`src/hdl/ppg_beat_detector_macros.svh`:
```
// ============================================================================
// PPG beat detector assertion macros
// Shared property templates on the clk / arst_n pair of the including module.
// ============================================================================
`ifndef PPG_BEAT_DETECTOR_MACROS_SVH
`define PPG_BEAT_DETECTOR_MACROS_SVH

// The consequent must hold in the same cycle as the antecedent.
`define PPGBD_ASSERT_SAME(label, ante, cons) \
	label: assert property (@(posedge clk) disable iff (!arst_n) (ante) |-> (cons)) \
		else $error("ppg_beat_detector: same-cycle property failed");

// The consequent must hold in the cycle after the antecedent.
`define PPGBD_ASSERT_NEXT(label, ante, cons) \
	label: assert property (@(posedge clk) disable iff (!arst_n) (ante) |=> (cons)) \
		else $error("ppg_beat_detector: next-cycle property failed");

`endif

```
`src/hdl/ppgbd_pkg.sv`:
```
// ============================================================================
// PPG beat detector package
// Constants, filter coefficients and the controller command type.
// ============================================================================
package ppgbd_pkg;

	localparam int DELAY_DEPTH = 32;
	localparam int ADDR_W      = $clog2(DELAY_DEPTH);
	localparam int DC_SHIFT    = 4;
	localparam int DC_FRAC     = 15;
	localparam int TAP_PAIRS   = 11;
	localparam int CENTER_TAP  = TAP_PAIRS;
	localparam int NUM_TAPS    = TAP_PAIRS + 1;
	localparam int TAP_W       = $clog2(NUM_TAPS);
	localparam int FIR_SHIFT   = 15;
	localparam int COEF_W      = 14;

	typedef struct packed {
		logic             load;
		logic             write;
		logic             acc_clr;
		logic             rd_en;
		logic [TAP_W-1:0] tap;
		logic             mul_en;
		logic             acc_en;
		logic             finish;
	} ppgbd_cmd_t;

	function automatic logic signed [COEF_W-1:0] fir_coef(input logic [TAP_W-1:0] tap);
		logic signed [COEF_W-1:0] c;
		case (tap)
			4'd0:    c = 14'sd172;
			4'd1:    c = 14'sd321;
			4'd2:    c = 14'sd579;
			4'd3:    c = 14'sd927;
			4'd4:    c = 14'sd1360;
			4'd5:    c = 14'sd1858;
			4'd6:    c = 14'sd2390;
			4'd7:    c = 14'sd2916;
			4'd8:    c = 14'sd3391;
			4'd9:    c = 14'sd3768;
			4'd10:   c = 14'sd4012;
			4'd11:   c = 14'sd4096;
			default: c = 14'sd0;
		endcase
		return c;
	endfunction

endpackage

```
`src/hdl/ppg_beat_detector.sv`:
```
// ============================================================================
// PPG beat detector
// Zero-crossing heart beat detection on raw optical samples.
// ============================================================================
// Each accepted beat carries one sample and yields exactly one result; a new
// beat is accepted only after the previous one has passed its finish step.
// The FIR filter sets the pace of that sequence: its twelve distinct
// taps are read one pair per cycle from the two-port delay line memory and fed
// through a single shared multiplier, after the DC update on acceptance and
// the delay line write, followed by the multiply and accumulate registers
// and the crossing state update. The result register lets the next beat be
// accepted while a result still waits. Limit writes are taken at any time but
// belong in idle periods.
// ============================================================================
`include "ppg_beat_detector_macros.svh"

module ppg_beat_detector
	import ppgbd_pkg::*;
(
	input  logic               clk,
	input  logic               arst_n,
	input  logic               cfg_we,
	input  logic               cfg_index,
	input  logic [15:0]        cfg_data,
	input  logic               in_valid,
	output logic               in_ready,
	input  logic [15:0]        sample_value,
	output logic               out_valid,
	input  logic               out_ready,
	output logic               beat_found,
	output logic signed [15:0] ac_signal,
	output logic [15:0]        dc_estimate
);

	localparam logic REG_LOW  = 1'b0;
	localparam logic REG_HIGH = 1'b1;

	logic [15:0] low_q;
	logic [15:0] high_q;
	ppgbd_cmd_t  cmd;

	always_ff @(posedge clk or negedge arst_n) begin
		if (!arst_n) begin
			low_q  <= 16'd20;
			high_q <= 16'd1000;
		end else if (cfg_we) begin
			case (cfg_index)
				REG_LOW:  low_q  <= cfg_data;
				REG_HIGH: high_q <= cfg_data;
				default: begin
				end
			endcase
		end
	end

	ppgbd_ctrl u_ctrl (
		.clk       (clk),
		.arst_n    (arst_n),
		.in_valid  (in_valid),
		.in_ready  (in_ready),
		.out_valid (out_valid),
		.out_ready (out_ready),
		.cmd       (cmd)
	);

	ppgbd_dp u_dp (
		.clk          (clk),
		.arst_n       (arst_n),
		.cmd          (cmd),
		.sample_value (sample_value),
		.low_limit    (low_q),
		.high_limit   (high_q),
		.beat_found   (beat_found),
		.ac_signal    (ac_signal),
		.dc_estimate  (dc_estimate)
	);

	`PPGBD_ASSERT_NEXT(a_busy_after_accept, in_valid && in_ready, !in_ready)
	`PPGBD_ASSERT_SAME(a_finish_has_room, cmd.finish, !out_valid || out_ready)
	`PPGBD_ASSERT_SAME(a_tap_in_range, cmd.rd_en, cmd.tap <= TAP_W'(CENTER_TAP))
	`PPGBD_ASSERT_SAME(a_beat_needs_window, out_valid && beat_found, low_q < high_q)

endmodule

```
`src/hdl/ppgbd_ctrl.sv`:
```
// ============================================================================
// PPG beat detector controller
// Sequences DC update, delay line write, tap reads, multiply-accumulate and
// the result handoff for one beat at a time.
// ============================================================================
module ppgbd_ctrl
	import ppgbd_pkg::*;
(
	input  logic       clk,
	input  logic       arst_n,
	input  logic       in_valid,
	output logic       in_ready,
	output logic       out_valid,
	input  logic       out_ready,
	output ppgbd_cmd_t cmd
);

	typedef enum logic [2:0] {
		ST_IDLE,
		ST_WRITE,
		ST_READ,
		ST_DRAIN,
		ST_FINISH
	} state_t;

	localparam int DRAIN_CYCLES = 2;

	state_t           state_q;
	logic [TAP_W-1:0] cnt_q;
	logic             mul_q;
	logic             acc_q;
	logic             out_valid_q;
	logic             finish_ok;

	assign in_ready  = (state_q == ST_IDLE);
	assign out_valid = out_valid_q;
	assign finish_ok = !out_valid_q || out_ready;

	always_comb begin
		cmd         = '0;
		cmd.load    = (state_q == ST_IDLE) && in_valid;
		cmd.write   = (state_q == ST_WRITE);
		cmd.acc_clr = (state_q == ST_WRITE);
		cmd.rd_en   = (state_q == ST_READ);
		cmd.tap     = cnt_q;
		cmd.mul_en  = mul_q;
		cmd.acc_en  = acc_q;
		cmd.finish  = (state_q == ST_FINISH) && finish_ok;
	end

	always_ff @(posedge clk or negedge arst_n) begin
		if (!arst_n) begin
			state_q     <= ST_IDLE;
			cnt_q       <= '0;
			mul_q       <= 1'b0;
			acc_q       <= 1'b0;
			out_valid_q <= 1'b0;
		end else begin
			mul_q <= (state_q == ST_READ);
			acc_q <= mul_q;
			if ((state_q == ST_FINISH) && finish_ok) begin
				out_valid_q <= 1'b1;
			end else if (out_valid_q && out_ready) begin
				out_valid_q <= 1'b0;
			end
			case (state_q)
				ST_IDLE: begin
					if (in_valid) begin
						state_q <= ST_WRITE;
					end
				end
				ST_WRITE: begin
					cnt_q   <= '0;
					state_q <= ST_READ;
				end
				ST_READ: begin
					if (cnt_q == TAP_W'(NUM_TAPS - 1)) begin
						cnt_q   <= '0;
						state_q <= ST_DRAIN;
					end else begin
						cnt_q <= cnt_q + TAP_W'(1);
					end
				end
				ST_DRAIN: begin
					if (cnt_q == TAP_W'(DRAIN_CYCLES - 1)) begin
						cnt_q   <= '0;
						state_q <= ST_FINISH;
					end else begin
						cnt_q <= cnt_q + TAP_W'(1);
					end
				end
				ST_FINISH: begin
					if (finish_ok) begin
						state_q <= ST_IDLE;
					end
				end
				default: begin
					state_q <= ST_IDLE;
				end
			endcase
		end
	end

endmodule

```
`src/hdl/ppgbd_dp.sv`:
```
// ============================================================================
// PPG beat detector datapath
// DC tracker, delay line memory, shared FIR multiply-accumulate and the
// zero-crossing swing test with the result registers.
// ============================================================================
module ppgbd_dp
	import ppgbd_pkg::*;
(
	input  logic                clk,
	input  logic                arst_n,
	input  ppgbd_cmd_t          cmd,
	input  logic [15:0]         sample_value,
	input  logic [15:0]         low_limit,
	input  logic [15:0]         high_limit,
	output logic                beat_found,
	output logic signed [15:0]  ac_signal,
	output logic [15:0]         dc_estimate
);

	logic [31:0]              dc_acc_q;
	logic [15:0]              sample_q;
	logic [ADDR_W-1:0]        widx_q;
	logic [DELAY_DEPTH-1:0]   fill_q;
	logic [15:0]              mem [DELAY_DEPTH];
	logic [15:0]              rd_a_s1;
	logic [15:0]              rd_b_s1;
	logic                     va_s1;
	logic                     vb_s1;
	logic [TAP_W-1:0]         tap_s1;
	logic signed [29:0]       prod_s2;
	logic signed [31:0]       fir_q;
	logic signed [15:0]       cur_ac_q;
	logic signed [15:0]       max_q;
	logic signed [15:0]       min_q;
	logic                     rise_q;
	logic                     fall_q;
	logic                     beat_q;
	logic signed [15:0]       ac_q;
	logic [15:0]              dc_q;

	logic signed [33:0]       dc_diff;
	logic signed [33:0]       dc_step;
	logic [31:0]              dc_next;
	logic [15:0]              est;
	logic [15:0]              tap_in;
	logic [ADDR_W-1:0]        addr_a;
	logic [ADDR_W-1:0]        addr_b;
	logic [15:0]              op_a;
	logic [15:0]              op_b;
	logic [15:0]              pair;
	logic signed [15:0]       operand;
	logic signed [COEF_W-1:0] coef;
	logic signed [29:0]       prod;
	logic signed [15:0]       cur;
	logic signed [15:0]       prev;
	logic                     rising;
	logic                     falling;
	logic signed [16:0]       swing;
	logic                     beat;
	logic                     rise_n;
	logic                     fall_n;
	logic signed [15:0]       max_n;
	logic signed [15:0]       min_n;

	assign dc_diff = $signed({3'b000, sample_value, 15'd0}) - $signed({{2{dc_acc_q[31]}}, dc_acc_q});
	assign dc_step = dc_diff >>> DC_SHIFT;
	assign dc_next = dc_acc_q + dc_step[31:0];
	assign est     = dc_acc_q[DC_FRAC+15:DC_FRAC];
	assign tap_in  = sample_q - est;

	assign addr_a = widx_q - ADDR_W'(cmd.tap);
	assign addr_b = widx_q + ADDR_W'(DELAY_DEPTH - 2 * TAP_PAIRS) + ADDR_W'(cmd.tap);

	assign op_a    = va_s1 ? rd_a_s1 : 16'd0;
	assign op_b    = vb_s1 ? rd_b_s1 : 16'd0;
	assign pair    = op_a + op_b;
	assign operand = (tap_s1 == TAP_W'(CENTER_TAP)) ? $signed(op_a) : $signed(pair);
	assign coef    = fir_coef(tap_s1);
	assign prod    = operand * coef;

	assign cur     = fir_q[FIR_SHIFT+15:FIR_SHIFT];
	assign prev    = cur_ac_q;
	assign rising  = (prev < 16'sd0) && (cur >= 16'sd0);
	assign falling = (prev > 16'sd0) && (cur <= 16'sd0);
	assign swing   = $signed({max_q[15], max_q}) - $signed({min_q[15], min_q});
	assign beat    = rising && (swing > $signed({1'b0, low_limit}))
		&& (swing < $signed({1'b0, high_limit}));

	always_comb begin
		rise_n = rise_q;
		fall_n = fall_q;
		max_n  = max_q;
		min_n  = min_q;
		if (rising) begin
			rise_n = 1'b1;
			fall_n = 1'b0;
			max_n  = 16'sd0;
		end
		if (falling) begin
			rise_n = 1'b0;
			fall_n = 1'b1;
			min_n  = 16'sd0;
		end
		if (rise_n && (cur > prev)) begin
			max_n = cur;
		end
		if (fall_n && (cur < prev)) begin
			min_n = cur;
		end
	end

	always_ff @(posedge clk or negedge arst_n) begin
		if (!arst_n) begin
			dc_acc_q <= '0;
			widx_q   <= '0;
			fill_q   <= '0;
			cur_ac_q <= '0;
			max_q    <= '0;
			min_q    <= '0;
			rise_q   <= 1'b0;
			fall_q   <= 1'b0;
		end else begin
			if (cmd.load) begin
				dc_acc_q <= dc_next;
			end
			if (cmd.write) begin
				fill_q[widx_q] <= 1'b1;
			end
			if (cmd.finish) begin
				widx_q   <= widx_q + ADDR_W'(1);
				cur_ac_q <= cur;
				max_q    <= max_n;
				min_q    <= min_n;
				rise_q   <= rise_n;
				fall_q   <= fall_n;
			end
		end
	end

	always_ff @(posedge clk) begin
		if (cmd.load) begin
			sample_q <= sample_value;
		end
		if (cmd.write) begin
			mem[widx_q] <= tap_in;
		end
		if (cmd.rd_en) begin
			rd_a_s1 <= mem[addr_a];
			rd_b_s1 <= mem[addr_b];
			va_s1   <= fill_q[addr_a];
			vb_s1   <= fill_q[addr_b];
			tap_s1  <= cmd.tap;
		end
		if (cmd.mul_en) begin
			prod_s2 <= prod;
		end
		if (cmd.acc_clr) begin
			fir_q <= '0;
		end else if (cmd.acc_en) begin
			fir_q <= fir_q + $signed({{2{prod_s2[29]}}, prod_s2});
		end
		if (cmd.finish) begin
			beat_q <= beat;
			ac_q   <= cur;
			dc_q   <= est;
		end
	end

	assign beat_found  = beat_q;
	assign ac_signal   = ac_q;
	assign dc_estimate = dc_q;

endmodule
```
`config.mk`:
```
export PLATFORM = sky130hd
export DESIGN_NAME = ppg_beat_detector
export DESIGN_NICKNAME = d
export VERILOG_FILES = /design/src/hdl/ppgbd_pkg.sv /design/src/hdl/ppg_beat_detector.sv /design/src/hdl/ppgbd_ctrl.sv /design/src/hdl/ppgbd_dp.sv
export VERILOG_INCLUDE_DIRS = /design/src /design/src/hdl
export SDC_FILE = /design/constraint.sdc
export NUM_CORES = 2
export LEC_CHECK = 0
export ABC_AREA = 1
export BUFFER_PORTS_ARGS = -buffer_cell sky130_fd_sc_hd__buf_2
export CORE_ASPECT_RATIO = 0.6
export CORE_MARGIN = 4
export CORE_UTILIZATION = 55
export DETAILED_ROUTE_END_ITERATION = 8
export PLACE_DENSITY = 0.79
export REMOVE_ABC_BUFFERS = 1
export SLEW_MARGIN = 20
export SYNTH_ARGS = -nofsm -noshare
export SYNTH_HDL_FRONTEND = slang
export SYNTH_SLANG_ARGS = --single-unit
```
`constraint.sdc`:
```
create_clock -name clk -period 11.2 [get_ports clk]
set_input_delay 0.56 -clock clk [delete_from_list [all_inputs] [get_ports clk]]
set_output_delay 0.56 -clock clk [all_outputs]
set_load 0.01 [all_outputs]
```
Word-level counts from Yosys, hierarchy flattened
Memory sizes are Yosys's and may differ from the RTL's. A register that Yosys moved wholly into a read port is not among the register bits. Index checks and enable logic that the tools add are counted.

Add/subtract/negate cells: 11. Multiply operators: 1. Magnitude comparators: 12. Equality and inequality tests: 11. Multiplexer cells: 30. Bitwise logic cells: 2. Reduce and logical (&&, ||, !) cells: 22.

Operators with widths (number): two-way mux 16 bit (7); subtractor 32 x 32 -> 33 bit (1); adder 32 x 30 -> 32 bit (1); adder 32 bit (1); bitwise OR 32 bit (1); multiplier 16 x 14 -> 30 bit (1); < comparator 5 x 6 -> 1 bit, second input constant (3); > comparator 17 bit (1); < comparator 17 bit (1); subtractor 16 x 16 -> 17 bit (1); adder 16 bit (1); >= comparator 16 x 1 -> 1 bit, second input constant (1); > comparator 16 x 1 -> 1 bit, second input constant (1); > comparator 16 bit (1); less-or-equal comparator 16 x 1 -> 1 bit, second input constant (1); < comparator 16 x 1 -> 1 bit, second input constant (1); < comparator 16 bit (1); subtractor 16 bit (1); one-hot mux 3 bit (5 select lines) (1); two-way mux 3 bit (4); two-way mux 4 bit (3); one-hot mux 4 bit (3 select lines) (1); two-way mux 1 bit (11); binary-select mux 1 bit (select 5 bit) (2); 23 further kinds (41).

Bits in registers: 278. Bits in writable memories: 512. Bits in read-only memories: 208. Input bits: 38. Output and inout bits: 35. Logic and storage cells: 115. Memories kept: 2.

Memories: u_dp.mem (depth 32, width 16, rd ports 2, clocked after memory_dff 2, wr ports 1, RTL line ppgbd_dp.sv:24) `logic [15:0] mem [DELAY_DEPTH];`; (name not given) (depth 16, width 13, rd ports 1, clocked after memory_dff 1, wr ports 0, RTL line ppgbd_pkg.sv:31) `case (tap)`.

Depth between registers and ports, before layout
Depth in word-level cells: 7. Depth in mapped cells: 39.

By module
A second synthesis with hierarchy kept.

Cells, all modules: 5658. Area, all modules: 51763.4 sq um.

By module, submodules not included: ppgbd_dp (instances 1, cells an instance 5447, area each 49871.6 sq um, seq. area each 22746.8 sq um); ppg_beat_detector (instances 1, cells an instance 140, area each 1330.0 sq um, seq. area each 810.8 sq um); ppgbd_ctrl (instances 1, cells an instance 71, area each 561.8 sq um, seq. area each 250.2 sq um).

Least setup slack after synthesis
No wires, ideal clock.

Path type: register to register. Start: register u_dp.va_s1. End: register u_dp.prod_s2[24] (data pin). Arrival: 6.893 ns. Path slack: 4.042 ns. Stages on the path, launching flop included: 34. Cells stage by stage: edfxtp_1 -> clkbuf_1 -> clkbuf_1 -> nand2_1 -> fa_1 -> nor3_1 -> nor2_1 -> o21ai_1 -> nand2_1 -> nand2_1 -> xnor2_1 -> nand2_1 -> nand2_2 -> nor2_1 -> fa_1 -> inv_1 -> fa_1 -> inv_1 -> fa_1 -> fa_1 -> fa_1 -> inv_1 -> fa_1 -> inv_1 -> ha_1 -> buf_2 -> a21oi_1 -> nor2_1 -> nor2_1 -> a21boi_0 -> o21ai_0 -> a21boi_1 -> o21ai_0 -> xor2_1.

Longest elaborated chain between the ends: 4.

RTL lines: start, declared (RTL line ppgbd_dp.sv:27) `logic va_s1;`; start signal, assigned (RTL line ppgbd_dp.sv:150) `va_s1 <= fill_q[addr_a];`; two-way mux 16 bit (*) (RTL line ppgbd_dp.sv:74) `assign op_a = va_s1 ? rd_a_s1 : 16'd0;`; adder 16 bit (RTL line ppgbd_dp.sv:76) `assign pair = op_a + op_b;`; two-way mux 16 bit (*) (RTL line ppgbd_dp.sv:77) `assign operand = (tap_s1 == TAP_W'(CENTER_TAP)) ? $signed(op_a) : $signed(pair);`; multiplier 16 x 14 -> 30 bit (*) (RTL line ppgbd_dp.sv:79) `assign prod = operand * coef;`; via u_dp.prod[24] (RTL line ppgbd_dp.sv:53) `logic signed [29:0] prod;`; end signal, assigned (RTL line ppgbd_dp.sv:155) `prod_s2 <= prod;`; end, declared (RTL line ppgbd_dp.sv:30) `logic signed [29:0] prod_s2;`.

Mark *: on every way through the listed nets, which the timed path passes. The rest lies on a longest branch. A chain may end at the register's enable or synchronous reset.

Final worst setup path
Start: register u_dp.va_s1. End: register u_dp.prod_s2[25] (data pin).

Same word-level chain as after synthesis.

==> out/results.tsv <==
metric	value	unit
run_status	completed	
highest_clock_rate	0.114	GHz
cts_buffers	80	
r2r_setup_slack	2450	ps
timing.hold.worst_path_depth	1	
drt_drc_violations_left	0	
maxSlewHeadroom	11.9	%
h-tree-depth	3	
final-hold-violation-count	0	
final_layout_size_suffix_gt1_share	6.49	%
grt_max_degree	159	
row_count	86	
placeableCoreArea	92200	sq um
worst-endpoint-arrival	9160	ps
place.gp.congestion	0.981	
drt-initial-drc-count	5971	
synth_area	51400	sq um
num-nets-final	6072	
grt_first_pass_wirelength	234000	microns
cts_tree	built	
grt.total_usage	31.1	%
io_pins	73	
grt_overflow_total	0	
worst_pin_slew	1310	ps
reg2regPathDepth	31	
hold-path-endpoint	u_dp.sample_q[0]	
portion_of_the_post_synthesis_area_used_by_sequential_elements	46.3	%
synthToLayoutAreaGrowth	8.79	%
cts.root.buffer_cell	sky130_fd_sc_hd__clkbuf_16	
finalSetupViolations	0	
rsz0062_at_grt	false	
ant_nets	0	
cp_top_family	adder cells	
fin_crit	8750	ps
cp_max_fo	16	
clock_path_buffers	3	
worstSkewPairLatency	680	ps
min-delay-start	sample_value[0]	
post_synth_inst_count	5539	
die_y	245	microns
critical_path_class	reg2reg	
drv_cap	0	
routedWlPerCell	22.6	microns
port_buffers	72	
initial_core_util	55.7	%
yosys_register_bits	834	
fillCellCount	7595	
dp_hpwl	109000	microns
critPathLaunchType	register	
layout_worst_path_cycle_share	78.2	%
die_span_in_x	403	microns
skew	23.4	ps
tritoncts_num_sinks	834	
worstSetupEndpointType	register	
grt_pass1_vias	39000	
synth.avg_cell_area	9.28	sq um
yosysUniqueCellTypes	62	
grt_antenna_before_repair	3	
area_of_the_die	98600	sq um
path_class_of_the_lowest_slack_min_delay_path	in2reg	
worst-endpoint-required	11600	ps
regToRegStartpoint	u_dp.va_s1	
drt_pass1_iterations	8	
fin_worst_hold_slack	77.4	ps
post_cts.resized_instances	0	
critPathMaxStageDelay	700	ps
critical_path.reg2reg.endpoint	u_dp.prod_s2[25]	
timing.critical_path.slowest_stage_cell	sky130_fd_sc_hd__edfxtp_1	
clk_pin_slew	70	ps
worstPathBufferInverterCount	6	
yosys_warnings	0	
drt-vias-per-instance	6.04	
totalWireLength	155000	microns
via_count	41500	
finalMaxSlewViolations	0	
## sequential cells by signal, summed over array words and instances, names as in the netlist, 30 cells and up
name           cells
u_dp.fir_q        31
u_dp.mem         512
u_dp.dc_acc_q     32
u_dp.prod_s2      30
u_dp.fill_q       32
## cells by family (layout without fill, tap and decap cells)
group	Yosys count	count (layout)	share of synthesized area [%]
multiplexers	119	119	2.32
other	0	5	0
AO/OA/AOI/OAI	1104	1104	12.1
buffers and inverters	922	1007	6.97
adder cells (fa/ha/maj)	471	471	14.5
AND/OR/NAND/NOR	1959	1959	15.5
flip-flops	834	834	46.3
XOR/XNOR	130	130	2.27
## layout make-up
class	count	area, sq um	area share (%)
Sequential cell	834	23800	42.6
Tap cell	1232	1540	2.76
Antenna cell	5	12.5	0.0224
Clock buffer	108	2230	3.99
Clock inverter	35	402	0.718
Timing Repair Buffer	152	1020	1.82
Inverter	712	2680	4.79
Multi-Input combinational cell	3783	24200	43.3
## layout by cell type (no fill, tap or decap), drive strengths merged, types with 20 or more instances in the layout
| cell type | n |
|---|---|
| xnor2 | 43 |
| inv | 712 |
| mux2i | 119 |
| dfxtp | 44 |
| o31ai | 29 |
| nand3 | 192 |
| ha | 262 |
| a21o | 21 |
| a21oi | 354 |
| clkinv | 26 |
| edfxtp | 629 |
| buf | 151 |
| o311ai | 32 |
| o21ai | 508 |
| nand4 | 35 |
| or2 | 20 |
| nor2 | 366 |
| xor2 | 87 |
| o211ai | 79 |
| nor3 | 75 |
| dfrtp | 153 |
| clkbuf | 108 |
| nand2 | 1245 |
| fa | 209 |
## worst max path at each step
stage / slack (ps) / start / cells after the start / end
finish: 2450 / u_dp.va_s1 / 31 / u_dp.prod_s2[25]
global route: 2150 / u_dp.va_s1 / 31 / u_dp.prod_s2[25]
CTS: 2710 / u_dp.va_s1 / 31 / u_dp.prod_s2[25]
detailed placement: 2750 / u_dp.va_s1 / 31 / u_dp.prod_s2[25]
global placement: 3100 / u_dp.va_s1 / 31 / u_dp.prod_s2[25]
floorplan: -320 / u_dp.widx_q[0] / 10 / u_dp.rd_b_s1[4]
## layer usage
metal,vias to the layer above,global-route usage [%],share of wire (%),wire (microns)
li1,18700,-,-,-
met1,19800,46.2,42,65300
met2,2710,41.7,39,60400
met3,259,13.7,16,25500
met4,8,6.55,2.2,3380
met5,-,2.19,0.21,332
## timing repair
| item | 4_1_cts | 5_1_grt |
|---|---|---|
| hold buffers | 1 | 0 |
| setup buffers | 0 | 0 |
| hold endpoints to repair | 46 | 0 |
## cells in the mapped netlist, drive strengths merged
| library cell | n | area (sq um) |
|---|---|---|
| a31o | 1 | 8.76 |
| nor2 | 366 | 1400 |
| ha | 262 | 3280 |
| fa | 209 | 4180 |
| clkbuf | 113 | 424 |
| edfxtp | 629 | 18900 |
| nand3 | 192 | 961 |
| a21oi | 354 | 1770 |
| nand3b | 7 | 52.6 |
| a21boi | 10 | 75.1 |
| nor3 | 75 | 380 |
| xor2 | 87 | 785 |
| dfrtp | 153 | 3830 |
| nor4 | 12 | 90.1 |
| a221oi | 3 | 26.3 |
| a211oi | 9 | 67.6 |
| o221a | 1 | 11.3 |
| or2 | 20 | 125 |
| o311ai | 32 | 280 |
| o31ai | 29 | 223 |
| or4 | 1 | 7.51 |
| inv | 706 | 2650 |
| and2 | 2 | 12.5 |
| nand4 | 35 | 219 |
| o211a | 1 | 10.0 |
| dfstp | 8 | 210 |
| a21o | 21 | 158 |
| buf | 97 | 485 |
| clkinv | 6 | 22.5 |
| o32ai | 3 | 26.3 |
| dfxtp | 44 | 881 |
| a31oi | 15 | 93.8 |
| o2111ai | 3 | 26.3 |
| mux2i | 119 | 1190 |
| o211ai | 79 | 593 |
| o21ai | 508 | 2580 |
| o21a | 8 | 60.1 |
| xnor2 | 43 | 384 |
| and3 | 2 | 12.5 |
| o22ai | 10 | 62.6 |
| nand2 | 1245 | 4700 |
| or3 | 2 | 12.5 |
| o221ai | 3 | 26.3 |
| o21bai | 14 | 105 |
## metrics by stage
stage | setup slack (ps) | instance area (sq um) | util (%) | cells | setup TNS, ps
after CTS | 2710 | 55900 | 60.6 | 6856 | 0
final | 2450 | 55900 | 60.6 | 6861 | 0
after floorplan | -316 | 50500 | - | 5329 | -5700
after detailed placement | 2750 | 53200 | 57.7 | 6712 | 0
after global placement | 3100 | 53200 | 57.7 | 6712 | 0
after global routing | 2150 | 55900 | 60.6 | 6856 | 0
Power is left out: the tool's default activity adds up to more than one toggle a clock period on the data nets, which glitch-free logic cannot reach.
